==> src/design/u16u8_pkg.sv <==
package u16u8_pkg;

	localparam int unsigned JOB_DEPTH = 2;

	localparam logic [7:0]  UNIT_LIMIT_RST   = 8'd36;
	localparam logic [10:0] BUFFER_BYTES_RST = 11'd128;

	localparam logic [15:0] ONE_BYTE_LIM = 16'h0080;
	localparam logic [15:0] TWO_BYTE_LIM = 16'h0800;
	localparam logic [7:0]  LEAD2        = 8'hC0;
	localparam logic [7:0]  LEAD3        = 8'hE0;
	localparam logic [7:0]  CONT         = 8'h80;

	typedef enum logic [0:0] {
		CFG_UNIT_LIMIT   = 1'b0,
		CFG_BUFFER_BYTES = 1'b1
	} cfg_reg_t;

	typedef struct packed {
		logic [15:0] code_unit;
		logic        start_string;
	} unit_t;

	typedef struct packed {
		logic [7:0] out_byte;
		logic [9:0] byte_index;
		logic       is_terminator;
		logic       last_of_run;
	} result_t;

	typedef struct packed {
		logic [2:0][7:0] bytes;
		logic [1:0]      len;
	} enc_t;

	typedef struct packed {
		logic [2:0][7:0] bytes;
		logic [1:0]      nbytes;
		logic [9:0]      base_idx;
		logic            term;
		logic [9:0]      term_idx;
	} job_t;

	function automatic enc_t encode(input logic [15:0] c);
		enc_t e;
		e = '0;
		if (c < ONE_BYTE_LIM) begin
			e.len      = 2'd1;
			e.bytes[0] = c[7:0];
		end else if (c < TWO_BYTE_LIM) begin
			e.len      = 2'd2;
			e.bytes[0] = LEAD2 | {3'b000, c[10:6]};
			e.bytes[1] = CONT | {2'b00, c[5:0]};
		end else begin
			e.len      = 2'd3;
			e.bytes[0] = LEAD3 | {4'b0000, c[15:12]};
			e.bytes[1] = CONT | {2'b00, c[11:6]};
			e.bytes[2] = CONT | {2'b00, c[5:0]};
		end
		return e;
	endfunction

endpackage

==> src/design/u16u8_front.sv <==
module u16u8_front #(
	parameter int unsigned MAX_BUFFER_BYTES = 1024
) (
	input  logic                clk,
	input  logic                arst_n,
	input  logic                cfg_valid,
	input  u16u8_pkg::cfg_reg_t cfg_index,
	input  logic [10:0]         cfg_data,
	input  logic                accept,
	input  u16u8_pkg::unit_t    unit,
	output logic                job_v,
	output u16u8_pkg::job_t     job
);
	import u16u8_pkg::*;

	localparam int unsigned BW = $clog2(MAX_BUFFER_BYTES);
	localparam int unsigned CW = ((BW > 11) ? BW : 11) + 2;
	localparam logic [CW-1:0] MAX_C = CW'(MAX_BUFFER_BYTES);

	logic [7:0]    unit_limit_q;
	logic [10:0]   buffer_bytes_q;
	logic [7:0]    units_seen_q;
	logic [BW-1:0] bytes_written_q;
	logic          stopped_q;

	logic [7:0]    us_e, us_n, us_d;
	logic [BW-1:0] bw_e, bw_d;
	logic          stp_e, stp_d;
	logic [CW-1:0] size_c, bw_ext, sum, size_m1;
	enc_t          enc;

	always_ff @(posedge clk or negedge arst_n) begin
		if (!arst_n) begin
			unit_limit_q   <= UNIT_LIMIT_RST;
			buffer_bytes_q <= BUFFER_BYTES_RST;
		end else if (cfg_valid) begin
			if (cfg_index == CFG_UNIT_LIMIT) begin
				unit_limit_q <= cfg_data[7:0];
			end else begin
				buffer_bytes_q <= cfg_data;
			end
		end
	end

	always_ff @(posedge clk or negedge arst_n) begin
		if (!arst_n) begin
			units_seen_q    <= '0;
			bytes_written_q <= '0;
			stopped_q       <= 1'b0;
		end else if (accept) begin
			units_seen_q    <= us_d;
			bytes_written_q <= bw_d;
			stopped_q       <= stp_d;
		end
	end

	always_comb begin
		size_c  = (CW'(buffer_bytes_q) > MAX_C) ? MAX_C : CW'(buffer_bytes_q);
		size_m1 = size_c - CW'(1);
		us_e    = unit.start_string ? '0 : units_seen_q;
		bw_e    = unit.start_string ? '0 : bytes_written_q;
		stp_e   = unit.start_string ? 1'b0 : stopped_q;
		us_n    = us_e + 8'd1;
		enc     = encode(unit.code_unit);
		bw_ext  = CW'(bw_e);
		sum     = bw_ext + CW'(enc.len);
		us_d    = us_e;
		bw_d    = bw_e;
		stp_d   = stp_e;
		job     = '0;
		job_v   = 1'b0;
		if (!stp_e) begin
			if (us_e >= unit_limit_q || unit.code_unit == '0 || sum >= size_c) begin
				stp_d        = 1'b1;
				job_v        = (size_c != '0);
				job.term     = 1'b1;
				job.term_idx = (bw_ext < size_c) ? bw_ext[9:0] : size_m1[9:0];
			end else begin
				job_v        = 1'b1;
				job.bytes    = enc.bytes;
				job.nbytes   = enc.len;
				job.base_idx = bw_ext[9:0];
				bw_d         = sum[BW-1:0];
				us_d         = us_n;
				if (us_n >= unit_limit_q) begin
					stp_d        = 1'b1;
					job.term     = 1'b1;
					job.term_idx = sum[9:0];
				end
			end
		end
	end

`ifndef NO_ASSERTIONS
	a_term_stops: assert property (@(posedge clk) disable iff (!arst_n)
		accept && job_v && job.term |=> stopped_q)
		else $error("terminator queued but string not stopped");
	a_stopped_silent: assert property (@(posedge clk) disable iff (!arst_n)
		accept && stopped_q && !unit.start_string |-> !job_v)
		else $error("stopped string produced a word");
`endif

endmodule

==> src/design/u16u8_fifo.sv <==
module u16u8_fifo (
	input  logic            clk,
	input  logic            arst_n,
	input  logic            wr_en,
	input  u16u8_pkg::job_t wr_job,
	output logic            full,
	input  logic            rd_en,
	output logic            rd_v,
	output u16u8_pkg::job_t rd_job
);
	import u16u8_pkg::*;

	localparam int unsigned PW = $clog2(JOB_DEPTH);

	job_t                      mem_q [JOB_DEPTH];
	logic [PW-1:0]             wr_ptr_q, rd_ptr_q;
	logic [$clog2(JOB_DEPTH+1)-1:0] cnt_q;

	assign full   = (cnt_q == ($clog2(JOB_DEPTH+1))'(JOB_DEPTH));
	assign rd_v   = (cnt_q != '0);
	assign rd_job = mem_q[rd_ptr_q];

	always_ff @(posedge clk) begin
		if (wr_en) begin
			mem_q[wr_ptr_q] <= wr_job;
		end
	end

	always_ff @(posedge clk or negedge arst_n) begin
		if (!arst_n) begin
			wr_ptr_q <= '0;
			rd_ptr_q <= '0;
			cnt_q    <= '0;
		end else begin
			if (wr_en) begin
				wr_ptr_q <= (wr_ptr_q == PW'(JOB_DEPTH - 1)) ? '0 : wr_ptr_q + PW'(1);
			end
			if (rd_en) begin
				rd_ptr_q <= (rd_ptr_q == PW'(JOB_DEPTH - 1)) ? '0 : rd_ptr_q + PW'(1);
			end
			case ({wr_en, rd_en})
				2'b10:   cnt_q <= cnt_q + 1'b1;
				2'b01:   cnt_q <= cnt_q - 1'b1;
				default: cnt_q <= cnt_q;
			endcase
		end
	end

endmodule

==> src/design/u16u8_back.sv <==
module u16u8_back (
	input  logic               clk,
	input  logic               arst_n,
	input  logic               job_v,
	input  u16u8_pkg::job_t    job,
	output logic               job_pop,
	output logic               empty,
	input  logic               pop,
	output u16u8_pkg::result_t result
);
	import u16u8_pkg::*;

	logic [1:0] pos_q;
	logic       valid_q;
	result_t    res_q;
	logic [2:0] total;
	logic       cur_term, last, load;
	logic [7:0] cur_byte;

	always_comb begin
		total    = {1'b0, job.nbytes} + {2'b00, job.term};
		cur_term = (pos_q == job.nbytes);
		last     = ({1'b0, pos_q} + 3'd1 == total);
		load     = job_v && (!valid_q || pop);
		job_pop  = load && last;
		case (pos_q)
			2'd0:    cur_byte = job.bytes[0];
			2'd1:    cur_byte = job.bytes[1];
			2'd2:    cur_byte = job.bytes[2];
			default: cur_byte = '0;
		endcase
	end

	always_ff @(posedge clk or negedge arst_n) begin
		if (!arst_n) begin
			pos_q   <= '0;
			valid_q <= 1'b0;
		end else if (load) begin
			valid_q <= 1'b1;
			pos_q   <= last ? 2'd0 : pos_q + 2'd1;
		end else if (pop) begin
			valid_q <= 1'b0;
		end
	end

	always_ff @(posedge clk) begin
		if (load) begin
			res_q.out_byte      <= cur_term ? 8'd0 : cur_byte;
			res_q.byte_index    <= cur_term ? job.term_idx : job.base_idx + 10'(pos_q);
			res_q.is_terminator <= cur_term;
			res_q.last_of_run   <= last;
		end
	end

	assign empty  = !valid_q;
	assign result = res_q;

`ifndef NO_ASSERTIONS
	a_run_continues: assert property (@(posedge clk) disable iff (!arst_n)
		valid_q && pop && !res_q.last_of_run |=> valid_q)
		else $error("run broken before its last word");
	a_pos_in_range: assert property (@(posedge clk) disable iff (!arst_n)
		job_v && !job.term |-> pos_q < job.nbytes)
		else $error("byte position past end of job");
`endif

endmodule

==> src/design/utf16le_to_utf8_encoder.sv <==
// UTF-16 code units in, UTF-8 words out, one word per cycle while pop keeps up. The front end
// takes one unit per cycle while its two-entry job queue has room, decides the bytes, index and
// terminator for that unit and updates the string counters; the back end drains one job at a
// time, one word per cycle while words are popped. A unit that is encoded yields 1 to 3 byte
// words, plus a terminator word when it ends the string, and the output word port sets the
// sustained rate. A word passes the job queue and the result register before it shows on
// result. Stopped strings and units that end a string with a zero buffer size give no words.
module utf16le_to_utf8_encoder #(
	parameter int unsigned MAX_BUFFER_BYTES = 1024
) (
	input  logic                clk,
	input  logic                arst_n,
	input  logic                cfg_valid,
	output logic                cfg_ready,
	input  u16u8_pkg::cfg_reg_t cfg_index,
	input  logic [10:0]         cfg_data,
	input  logic                push,
	output logic                full,
	input  u16u8_pkg::unit_t    unit,
	output logic                empty,
	input  logic                pop,
	output u16u8_pkg::result_t  result
);
	import u16u8_pkg::*;

	logic accept, job_v, q_v, q_pop;
	job_t job, q_job;

	assign cfg_ready = 1'b1;
	assign accept    = push && !full;

	u16u8_front #(
		.MAX_BUFFER_BYTES(MAX_BUFFER_BYTES)
	) u_front (
		.clk       (clk),
		.arst_n    (arst_n),
		.cfg_valid (cfg_valid),
		.cfg_index (cfg_index),
		.cfg_data  (cfg_data),
		.accept    (accept),
		.unit      (unit),
		.job_v     (job_v),
		.job       (job)
	);

	u16u8_fifo u_fifo (
		.clk    (clk),
		.arst_n (arst_n),
		.wr_en  (accept && job_v),
		.wr_job (job),
		.full   (full),
		.rd_en  (q_pop),
		.rd_v   (q_v),
		.rd_job (q_job)
	);

	u16u8_back u_back (
		.clk     (clk),
		.arst_n  (arst_n),
		.job_v   (q_v),
		.job     (q_job),
		.job_pop (q_pop),
		.empty   (empty),
		.pop     (pop),
		.result  (result)
	);

endmodule
==> config.mk <==
export PLATFORM = sky130hd
export DESIGN_NAME = utf16le_to_utf8_encoder
export DESIGN_NICKNAME = d
export VERILOG_FILES = /design/src/design/u16u8_pkg.sv /design/src/design/u16u8_front.sv /design/src/design/u16u8_fifo.sv /design/src/design/u16u8_back.sv /design/src/design/utf16le_to_utf8_encoder.sv
export SDC_FILE = /design/constraint.sdc
export NUM_CORES = 1
export LEC_CHECK = 0
export BUFFER_PORTS_ARGS = -buffer_cell sky130_fd_sc_hd__buf_2
export CORE_ASPECT_RATIO = 1.4
export CORE_MARGIN = 5
export CORE_UTILIZATION = 45
export DETAILED_ROUTE_END_ITERATION = 16
export PLACE_DENSITY_LB_ADDON = 0.12
export SYNTH_ARGS = -nofsm -noshare
export SYNTH_HDL_FRONTEND = slang
export SYNTH_SLANG_ARGS = --single-unit
==> constraint.sdc <==
create_clock -name clk -period 16.85 [get_ports clk]
set_clock_uncertainty 0.1 [all_clocks]
set_input_delay 0 -clock clk [delete_from_list [all_inputs] [get_ports clk]]
set_output_delay 0 -clock clk [all_outputs]
set_load 0.005 [all_outputs]
## After elaboration in Yosys (flattened, before gate mapping)

Memories as Yosys holds them, arrays and structs flattened.
Index checks and enable logic that the tools add are counted.

| word-level totals | value |
|---|---|
| bits in registers | 65 |
| bits in writable memories | 94 |
| output and inout bits | 23 |
| logic and storage cells | 90 |
| memories | 1 |

Memories:

| name | depth | bits a word | read ports | clocked after Yosys merged registers in | write ports | line | text |
|---|---|---|---|---|---|---|---|
| u_fifo.mem_q | 2 | 47 | 1 | 0 | 1 | u16u8_fifo.sv:15 | `job_t mem_q [JOB_DEPTH];` |

| cells by class | value |
|---|---|
| add/subtract/negate cells | 11 |
| $lt $le $gt $ge | 7 |
| equality and inequality tests | 7 |
| muxes and demuxes | 32 |
| bitwise logic cells | 1 |
| reductions and logical operators | 17 |

Operators by type and width:

| operator | number |
|---|---|
| 10-bit 2-to-1 mux | 6 |
| 47-bit 2-to-1 mux | 1 |
| 36-bit 2-to-1 mux | 1 |
| 11-bit 2-to-1 mux | 3 |
| 16-bit 2-to-1 mux | 2 |
| 8-bit 2-to-1 mux | 4 |
| 8-bit one-hot mux with 3 select lines | 1 |
| 8-bit greater-or-equal comparator | 2 |
| 16-bit zero test | 1 |
| 16-bit by 12-bit < comparator with 1-bit output (second input constant) | 1 |
| 16-bit by 8-bit < comparator with 1-bit output (second input constant) | 1 |
| 13-bit nonzero test | 1 |
| 1-bit 2-to-1 mux | 12 |
| 10-bit by 2-bit adder with 11-bit output | 1 |
| 11-bit greater-or-equal comparator | 1 |
| 11-bit greater-than comparator (second input constant) | 1 |
| 10-bit by 11-bit < comparator with 1-bit output | 1 |
| 10-bit by 2-bit adder with 10-bit output | 1 |
| 10-bit by 1-bit subtractor with 10-bit output (second input constant) | 1 |
| 8-bit by 1-bit adder with 8-bit output (second input constant) | 1 |
| 2-bit == test (second input constant) | 3 |
| 2-bit nonzero test | 3 |
| 2-bit by 1-bit adder with 2-bit output (second input constant) | 2 |
| 2-bit by 1-bit == test with 1-bit output (second input constant) | 2 |
| 14 further kinds | 22 |

## Depth between registers and ports, before layout

Gate-level depths: netlist of the first run.

| depth | value |
|---|---|
| depth in word-level cells | 11 |
| mapped depth | 22 |

## Hierarchy

From an unflattened synthesis of the first run, not the netlist that was laid out.

| unflattened totals | value |
|---|---|
| cells, all modules | 753 |
| area, all modules | 8939.8 µm² |

Modules (own cells, without submodules):

| module | times used | cells an instance | area each (µm²) | seq. area each (µm²) |
|---|---|---|---|---|
| u16u8_front | 1 | 468 | 3907.5 | 954.7 |
| u16u8_fifo | 1 | 162 | 3657.3 | 2922.8 |
| u16u8_back | 1 | 119 | 1348.8 | 675.6 |
| utf16le_to_utf8_encoder | 1 | 4 | 26.3 | 0.0 |

## Least setup slack after synthesis of the first run

OpenSTA, ideal clock, no wires.

| path | value |
|---|---|
| kind | input -> register |
| start | input unit[13] in the netlist's numbering |
| end | memory u_fifo.mem_q[0][0] in the netlist's numbering (enable) |
| library setup time | 0.445 ns |
| arrival time | 5.730 ns |
| required time | 16.305 ns |
| slack | 10.575 ns |
| cell stages on the path | 19 |
| path buffers | 1 |
| path through | or4_4 or2_2 nor2_1 inv_1 ha_1 fa_1 nand4b_1 nor2_1 nand3_1 nor2_1 or2_2 ha_1 nand3_1 a21boi_0 a211o_1 a211o_1 buf_4 a31o_2 nor2_1 |

| between the ends | value |
|---|---|
| longest elaborated chain between the ends | 11 |
| elaborated cells on any way between the ends | 14 |
| those cells by class | add/sub: 1; order compare: 3; mux: 6; reduce/logical: 4 |

RTL lines:

| element | line | text |
|---|---|---|
| start: declaration | utf16le_to_utf8_encoder.sv:19 | `input u16u8_pkg::unit_t unit,` |
| 16-bit by 12-bit < comparator with 1-bit output | u16u8_pkg.sv:50 | `end else if (c < TWO_BYTE_LIM) begin` |
| 16-bit 2-to-1 mux | u16u8_pkg.sv:50 |  |
| 10-bit 2-to-1 mux | u16u8_pkg.sv:47 | `if (c < ONE_BYTE_LIM) begin` |
| 10-bit by 2-bit adder with 11-bit output | u16u8_front.sv:66 | `sum = bw_ext + CW'(enc.len);` |
| 11-bit greater-or-equal comparator | u16u8_front.sv:73 | `if (us_e >= unit_limit_q \|\| unit.code_unit == '0 \|\| sum >= size_c) begin` |
| 1-bit logical OR (*) | u16u8_front.sv:73 |  |
| 1-bit 2-to-1 mux (*) | u16u8_front.sv:73 |  |
| 1-bit 2-to-1 mux (*) | u16u8_front.sv:72 | `if (!stp_e) begin` |
| 1-bit logical AND (*) | utf16le_to_utf8_encoder.sv:49 | `.wr_en (accept && job_v),` |
| 1-bit 2-to-1 mux (*) | u16u8_fifo.sv:24 | `if (wr_en) begin` |
| 1-bit 2-to-1 mux (not written as such) (*) | u16u8_fifo.sv:25 | `mem_q[wr_ptr_q] <= wr_job;` |
| end: declaration | u16u8_fifo.sv:15 |  |

Every way passes the cells marked *; elsewhere a longest branch is shown, timed or not.

==> summary.md, run 1 <==
| Metric | Value |
|---|---|
| Worst hold path class | primary input to flip-flop |
| Peak VDD IR | 67.21 uV |
| Period utilisation layout | 0.3606 |
| Pwr dens | 159.8 nW/um2 |
| Drt total wl | 21.14 mm |
| ANT nets after route | 0 |
| Fmax | 164.6 MHz |
| RSZ-0062 raised after global routing | false |
| TNS Setup | 0 ps |
| Pre-CTS setup slack | 10970 ps |
| Clk root buf | clkbuf_16 |
| Status | completed |
| Seq/Total Area, Yosys | 0.5191 |
| Worst r2r path cells | 16 |
| Clock Sinks | 153 |
| CTS tree | yes |
| Number of flops mapped to enable cells by yosys | 108 |
| Main area contributors after synthesis | edfxtp_1 (38%), dfrtp_1 (12%), ha_1 (7.3%) |
| Leak pwr | 4.069 nW |
| Die Span Y | 171.9 um |
| DR WL/cell | 19.17 um |
| Initial antenna violation count | 0 |
| Reg clk slew, reported paths | 70 ps |
| Setup ws final | 10770 ps |
| Total GRT Usage | 0.2017 |
| Worst R2R End | u_fifo.mem_q[0][28] |
| Ant. Diodes | 0 |
| Hold_sp | unit[0] |
| Layout Nets | 931 |
| Layout cells sized above 1 | 0.1595 |
| Tmin final | 6076 ps |
| Cell taking the most area after synthesis | edfxtp_1 |
| Synthesized area per cell | 11.06 um2 |
| Core Rows | 59 |
| DRC | 0 |
| Post-Synthesis Cell Area | 8424 um2 |
| First-pass GRT wire length | 34.26 mm |
| Seq cells post-synth | 153 |
| Largest net degree at the start of global routing | 46 |
| Ys async rst share | 0.2941 |
| Synth-to-layout area growth | 17.45% |
| Slew HR | 0.3497 |
| Final Wtd Congestion | 0.9867 |
| Total power draw | 1.582 mW |
| Main flop type after synthesis | edfxtp_1 |
| Synth unique cells | 68 |
| Mapped Cells | 762 |
| Warnings from Yosys | 0 |
| Design area | 9894 um2 |
| CP Capture Type | flip-flop |
| Final setup fails | 0 |
| CTS max path bufs | 2 |
| Initial core utilization | 0.4547 |
| Die width | 125.6 um |
| Worst hold path cell count | 3 |
| R2R setup slack | 11450 ps |
| Startpoint types | primary input |
| Vias per std cell | 5.744 |
| Worst Tran Pin Value | 973.1 ps |
| Post-DP HPWL | 15.11 mm |
| Hold_ws | 39.28 ps |
| Grt total ovfl | 0 |
| Final Slew Violations | 0 |
| Reg2reg start | u_front.bytes_written_q[0] |
| Crit path required time | 16960 ps |
| Max Cap Viol | 0 |
| Top-area cell type share of the netlist area | 0.3850 |
| 1st-pass router iterations | 5 |
| # IOs | 57 |
| Setup Fix Bufs, Post-CTS | 0 |
| Port-buffer cells | 55 |
| Area after DPL | 8929 um2 |
| Die area | 21600 um2 |
| WS Path Type | primary input to flip-flop |
| Fin. Hold Viols | 0 |
| CTS H-tree lvls | 4 |
| Critical path fanouts, max | 38 |
| Syn nets | 847 |
| WHS Endpoint | u_front.stopped_q |
| Skew-Pair Late Insertion Delay | 430 ps |
| Cts bufs inserted | 17 |
| DRT iter0 DRCs | 536 |
| Worst EP arrival | 6190 ps |
| Via count | 6336 |
| Core area | 18530 um2 |
| Vias in the first global route | 6488 |
power breakdown:
group | switching (mW) | internal (mW)
logic | 0.374 | 0.236
registers | 0.0506 | 0.562
clock network | 0.165 | 0.193
cells in the mapped netlist, types with 7 or more instances:
library cell and count:
edfxtp_1 108, nor2_1 70, nand2_1 67, ha_1 49
dfrtp_1 42, inv_1 33, a21oi_1 29, clkbuf_1 28
mux2i_1 26, o21ai_0 25, nor2b_1 23, mux2_2 21
xnor2_1 19, and3_1 18, nor3_1 18, nand3_1 16
a222oi_1 13, a211oi_1 10, xor2_1 10, nand4_1 8
nand2b_1 7, o211ai_1 7
cells in the final DEF, fill, tap and decap left out, types with 6 or more instances in the layout:
cell | synthesis | layout
a211oi_1 | 10 | 9
a21oi_1 | 29 | 29
a222oi_1 | 13 | 13
and2_1 | 6 | 6
and3_1 | 18 | 18
buf_2 | 3 | 55
buf_4 | 3 | 8
clkbuf_16 | 0 | 17
dfrtp_1 | 42 | 42
dlygate4sd3_1 | 0 | 41
edfxtp_1 | 108 | 108
ha_1 | 49 | 49
inv_1 | 33 | 33
inv_6 | 0 | 8
mux2_2 | 21 | 21
mux2i_1 | 26 | 26
nand2_1 | 67 | 67
nand2b_1 | 7 | 7
nand3_1 | 16 | 16
nand4_1 | 8 | 8
nor2_1 | 70 | 68
nor2b_1 | 23 | 23
nor3_1 | 18 | 17
nor4_1 | 6 | 6
o211ai_1 | 7 | 7
o21ai_0 | 25 | 25
o22ai_1 | 6 | 6
or4_1 | 6 | 6
xnor2_1 | 19 | 19
xor2_1 | 10 | 10
worst max-delay path by stage:
stage	from	endpoint	slack [ps]	cells past startpoint
floorplan	unit[13]	u_fifo.mem_q[0][0]	10580	19
global placement	unit[13]	u_front.bytes_written_q[5]	11120	20
detailed placement	unit[13]	u_fifo.mem_q[0][28]	10970	18
CTS	unit[13]	u_fifo.mem_q[0][28]	10860	19
global route	unit[14]	u_fifo.mem_q[0][28]	10220	21
finish	unit[14]	u_fifo.mem_q[0][28]	10770	21
cells by family after synthesis:
family,count (synthesis),share of synthesized area
fa+ha+maj,51,0.07753
flops,153,0.5191
buf+inv,72,0.03475
mux,47,0.05896
xor+xnor,29,0.03015
compound gates,145,0.1231
other cells,1,0.0004451
simple gates,264,0.1560
cell type report:
class / instances / area [um2]
clock buffer: 17 / 425.4
clock inverter: 15 / 130.1
fill: 1649 / 8635
inverter: 33 / 123.9
multi-input combinational: 537 / 3791
sequential: 153 / 4373
tap: 244 / 305.3
timing repair buffer: 104 / 745.7
layer usage:
layer	up-vias	wire (um)	global-route usage
li1	3014	-	-
met1	3084	8461	0.2318
met2	179	10970	0.3628
met3	59	754	0.03152
met4	0	954	0.1066
met5	-	0	0
worst max-delay path, stage by stage:
cell and delay [ps]:
dlygate4sd3_1 560, buf_2 140, or4_4 540, nor3_4 450, nor2_1 200, inv_1 100, ha_1 190, fa_1 280
nand4b_1 190, nor2_1 320, nand3_1 200, and2_1 210, or2_2 290, ha_1 290, nand3_1 80, a21boi_0 80
a211o_1 320, a211oi_4 200, buf_4 390, nand2_1 660, nor3_1 490
sequential cells by signal, summed over array words and instances, names as in the netlist:
name and flops:
u_back.pos_q 2, u_back.result 20, u_back.valid_q 1, u_fifo.cnt_q 2
u_fifo.mem_q 88, u_fifo.rd_ptr_q 1, u_fifo.wr_ptr_q 1, u_front.buffer_bytes_q 11
u_front.bytes_written_q 10, u_front.stopped_q 1, u_front.unit_limit_q 8, u_front.units_seen_q 8
repair_timing:
action | in CTS | in global routing
resized for setup | 0 | 0
hold buffers | 41 | 0
endpoints found under the hold margin | 105 | 0
through the flow:
| stage | instances | util |
|---|---|---|
| after floorplan | 762 | - |
| after global placement | 1030 | 0.4819 |
| after detailed placement | 1030 | 0.4819 |
| after CTS | 1103 | 0.5340 |
| after global routing | 1103 | 0.5340 |
| final | 1103 | 0.5340 |
Power figures use the tool's default switching activity.
==> run 2: changes to the inputs <==
Clock period 16.85 ns to 5.7 ns, I/O delays scaled along.
==> run 2 against run 1 <==
Effect of this change: clock power grew to 3.0 times the previous value; worst hold slack lost 29 ps; final area grew 1.3%; sequential cell count is the same; largest cell class unchanged; largest power group unchanged; highest routed layer unchanged.
==> summary.md, run 2 (same netlist as run 1, synthesis figures left out) <==
| Metric | Value |
|---|---|
| Drt total wl | 21.90 mm (+3.6%) |
| Reg with most FFs | u_fifo.mem_q |
| Worst EP arrival | 5190 ps (-1000 ps) |
| Grt total ovfl | 0 (unchanged) |
| Core Rows | 59 (unchanged) |
| Skew-Pair Late Insertion Delay | 430 ps (about the same) |
| Cts bufs inserted | 17 (unchanged) |
| Final Wtd Congestion | 1.010 (+2.4%) |
| Initial antenna violation count | 0 (unchanged) |
| WS Path Type | primary input to flip-flop |
| Layout Nets | 946 (+1.6%) |
| Max Cap Viol | 0 (unchanged) |
| Final setup fails | 0 (unchanged) |
| Layout cells sized above 1 | 0.1705 (+0.01099) |
| Leak pwr | 4.144 nW (+1.8%) |
| Clock Sinks | 153 (unchanged) |
| Die Span Y | 171.9 um (unchanged) |
| DRC | 0 (unchanged) |
| Commonest non-fill, non-tap cell in the layout | edfxtp_1 |
| Most frequent cells in the layout | edfxtp_1 (108), nor2_1 (68), nand2_1 (67) |
| Status | completed |
| CTS H-tree lvls | 4 (unchanged) |
| Critical path fanouts, max | 23 (-39%) |
| Hold_ws | 10.07 ps (-29.20 ps) |
| ANT nets after route | 0 (unchanged) |
| Total power draw | 4.744 mW (+200%) |
| Synth-to-layout area growth | 19.00% |
| CP Capture Type | flip-flop |
| Total GRT Usage | 0.2083 (+0.006547) |
| Worst Tran Pin Value | 877.5 ps (-95.68 ps) |
| Pwr dens | 473.3 nW/um2 (+200%) |
| Tmin final | 5196 ps |
| # IOs | 57 (unchanged) |
| Period utilisation layout | 0.9115 |
| Crit path required time | 5700 ps (-11260 ps) |
| Post-DP HPWL | 15.76 mm (+4.4%) |
| Die area | 21600 um2 (unchanged) |
| Slew HR | 0.4136 (+0.06394) |
| CTS max path bufs | 2 (unchanged) |
| DRT iter0 DRCs | 599 (+12%) |
| DR WL/cell | 19.59 um (+2.2%) |
| Largest register FFs | 88 (unchanged) |
| Reg clk slew, reported paths | 70 ps (about the same) |
| Startpoint types | primary input |
| Die width | 125.6 um (unchanged) |
| Setup Fix Bufs, Post-CTS | 0 (unchanged) |
| Clk root buf | clkbuf_16 |
| Core area | 18530 um2 (unchanged) |
| Vias in the first global route | 6517 (+0.45%) |
| 1st-pass router iterations | 8 (+3) |
| Peak VDD IR | 170.0 uV (+150%) |
| First-pass GRT wire length | 35.09 mm (+2.4%) |
| CTS tree | yes |
| Fmax | 192.5 MHz |
| RSZ-0062 raised after global routing | false |
| Fin. Hold Viols | 0 (unchanged) |
| Ant. Diodes | 0 (unchanged) |
| Final Slew Violations | 0 (unchanged) |
| Worst hold path class | primary input to flip-flop |
| Port-buffer cells | 55 (unchanged) |
| Vias per std cell | 5.713 (-0.55%) |
| Via count | 6387 (+0.80%) |
| Largest net degree at the start of global routing | 46 (unchanged) |
| Initial core utilization | 0.4547 (unchanged) |
[run 2: worst paths after layout]
check / from / cells after the start / slack (ps) / end
max: unit[13] / 19 / 500 / u_fifo.mem_q[0][43]
min: cfg_index / 3 / 10 / u_front.unit_limit_q[0]
max reg2reg: u_front.bytes_written_q[0] / 16 / 920 / u_fifo.mem_q[0][43]
min reg2reg: u_back.valid_q / 2 / 420 / u_back.valid_q
max in group asynchronous: arst_n / 3 / 4960 / u_back.pos_q[1]
min in group asynchronous: arst_n / 3 / 110 / u_front.buffer_bytes_q[10]
[run 2: per-stage QoR]
| stage | setup TNS (ps) | area [um2] | instances | setup WS (ps) | utilization |
|---|---|---|---|---|---|
| 4_1_cts | 0 | 10020 | 1118 | 513.7 | 0.5410 |
| 6_report | 0 | 10020 | 1118 | 504.5 | 0.5410 |
| 2_1_floorplan | -50590 | 8424 | 762 | -574.9 | - |
| 5_1_grt | 0 | 10020 | 1118 | 209.4 | 0.5410 |
| 3_3_place_gp | 0 | 9019 | 1042 | 737.5 | 0.4867 |
| 3_5_place_dp | 0 | 9019 | 1042 | 632.8 | 0.4867 |
[run 2: critical path, cell delays in order]
cell and delay [ps]:
dlygate4sd3_1 530, buf_2 130, or4_4 560, or2_2 400, nor2_1 170, inv_1 60
ha_1 220, fa_1 460, nand4b_1 200, nor2_1 120, mux2i_1 290, ha_1 310
and3_1 200, a221o_1 290, a31o_2 250, a211o_1 280, a31o_2 280, nor2_4 100
buf_4 320
[run 2: layout make-up]
class                      instances  area [um2]
fill                            1599        8504
tap                              244       305.3
clock inverter                    14       136.4
inverter                          33       123.9
multi-input combinational        537        3791
timing repair buffer             119       865.8
clock buffer                      18       429.2
sequential                       153        4373
[run 2: report_power, final]
part           total (mW)  leakage (nW)  switching [mW]  internal, mW
Combinational        1.80          2.30            1.08         0.725
Sequential           1.85          1.57           0.187          1.66
Clock                1.09         0.274           0.483         0.611
[run 2: repair_timing]
action | in CTS | in global routing
resized for setup | 0 | 0
hold endpoints to repair | 104 | 0
hold buffers | 44 | 0
setup endpoints to repair | 0 | 0
[run 2: routing by layer]
| metal | share of wire | routed length, um | global-route usage |
|---|---|---|---|
| met5 | 0 | 0 | 0 |
| met2 | 0.54 | 11770 | 0.3836 |
| met3 | 0.035 | 774 | 0.03523 |
| met4 | 0.028 | 619 | 0.07877 |
| met1 | 0.40 | 8732 | 0.2432 |
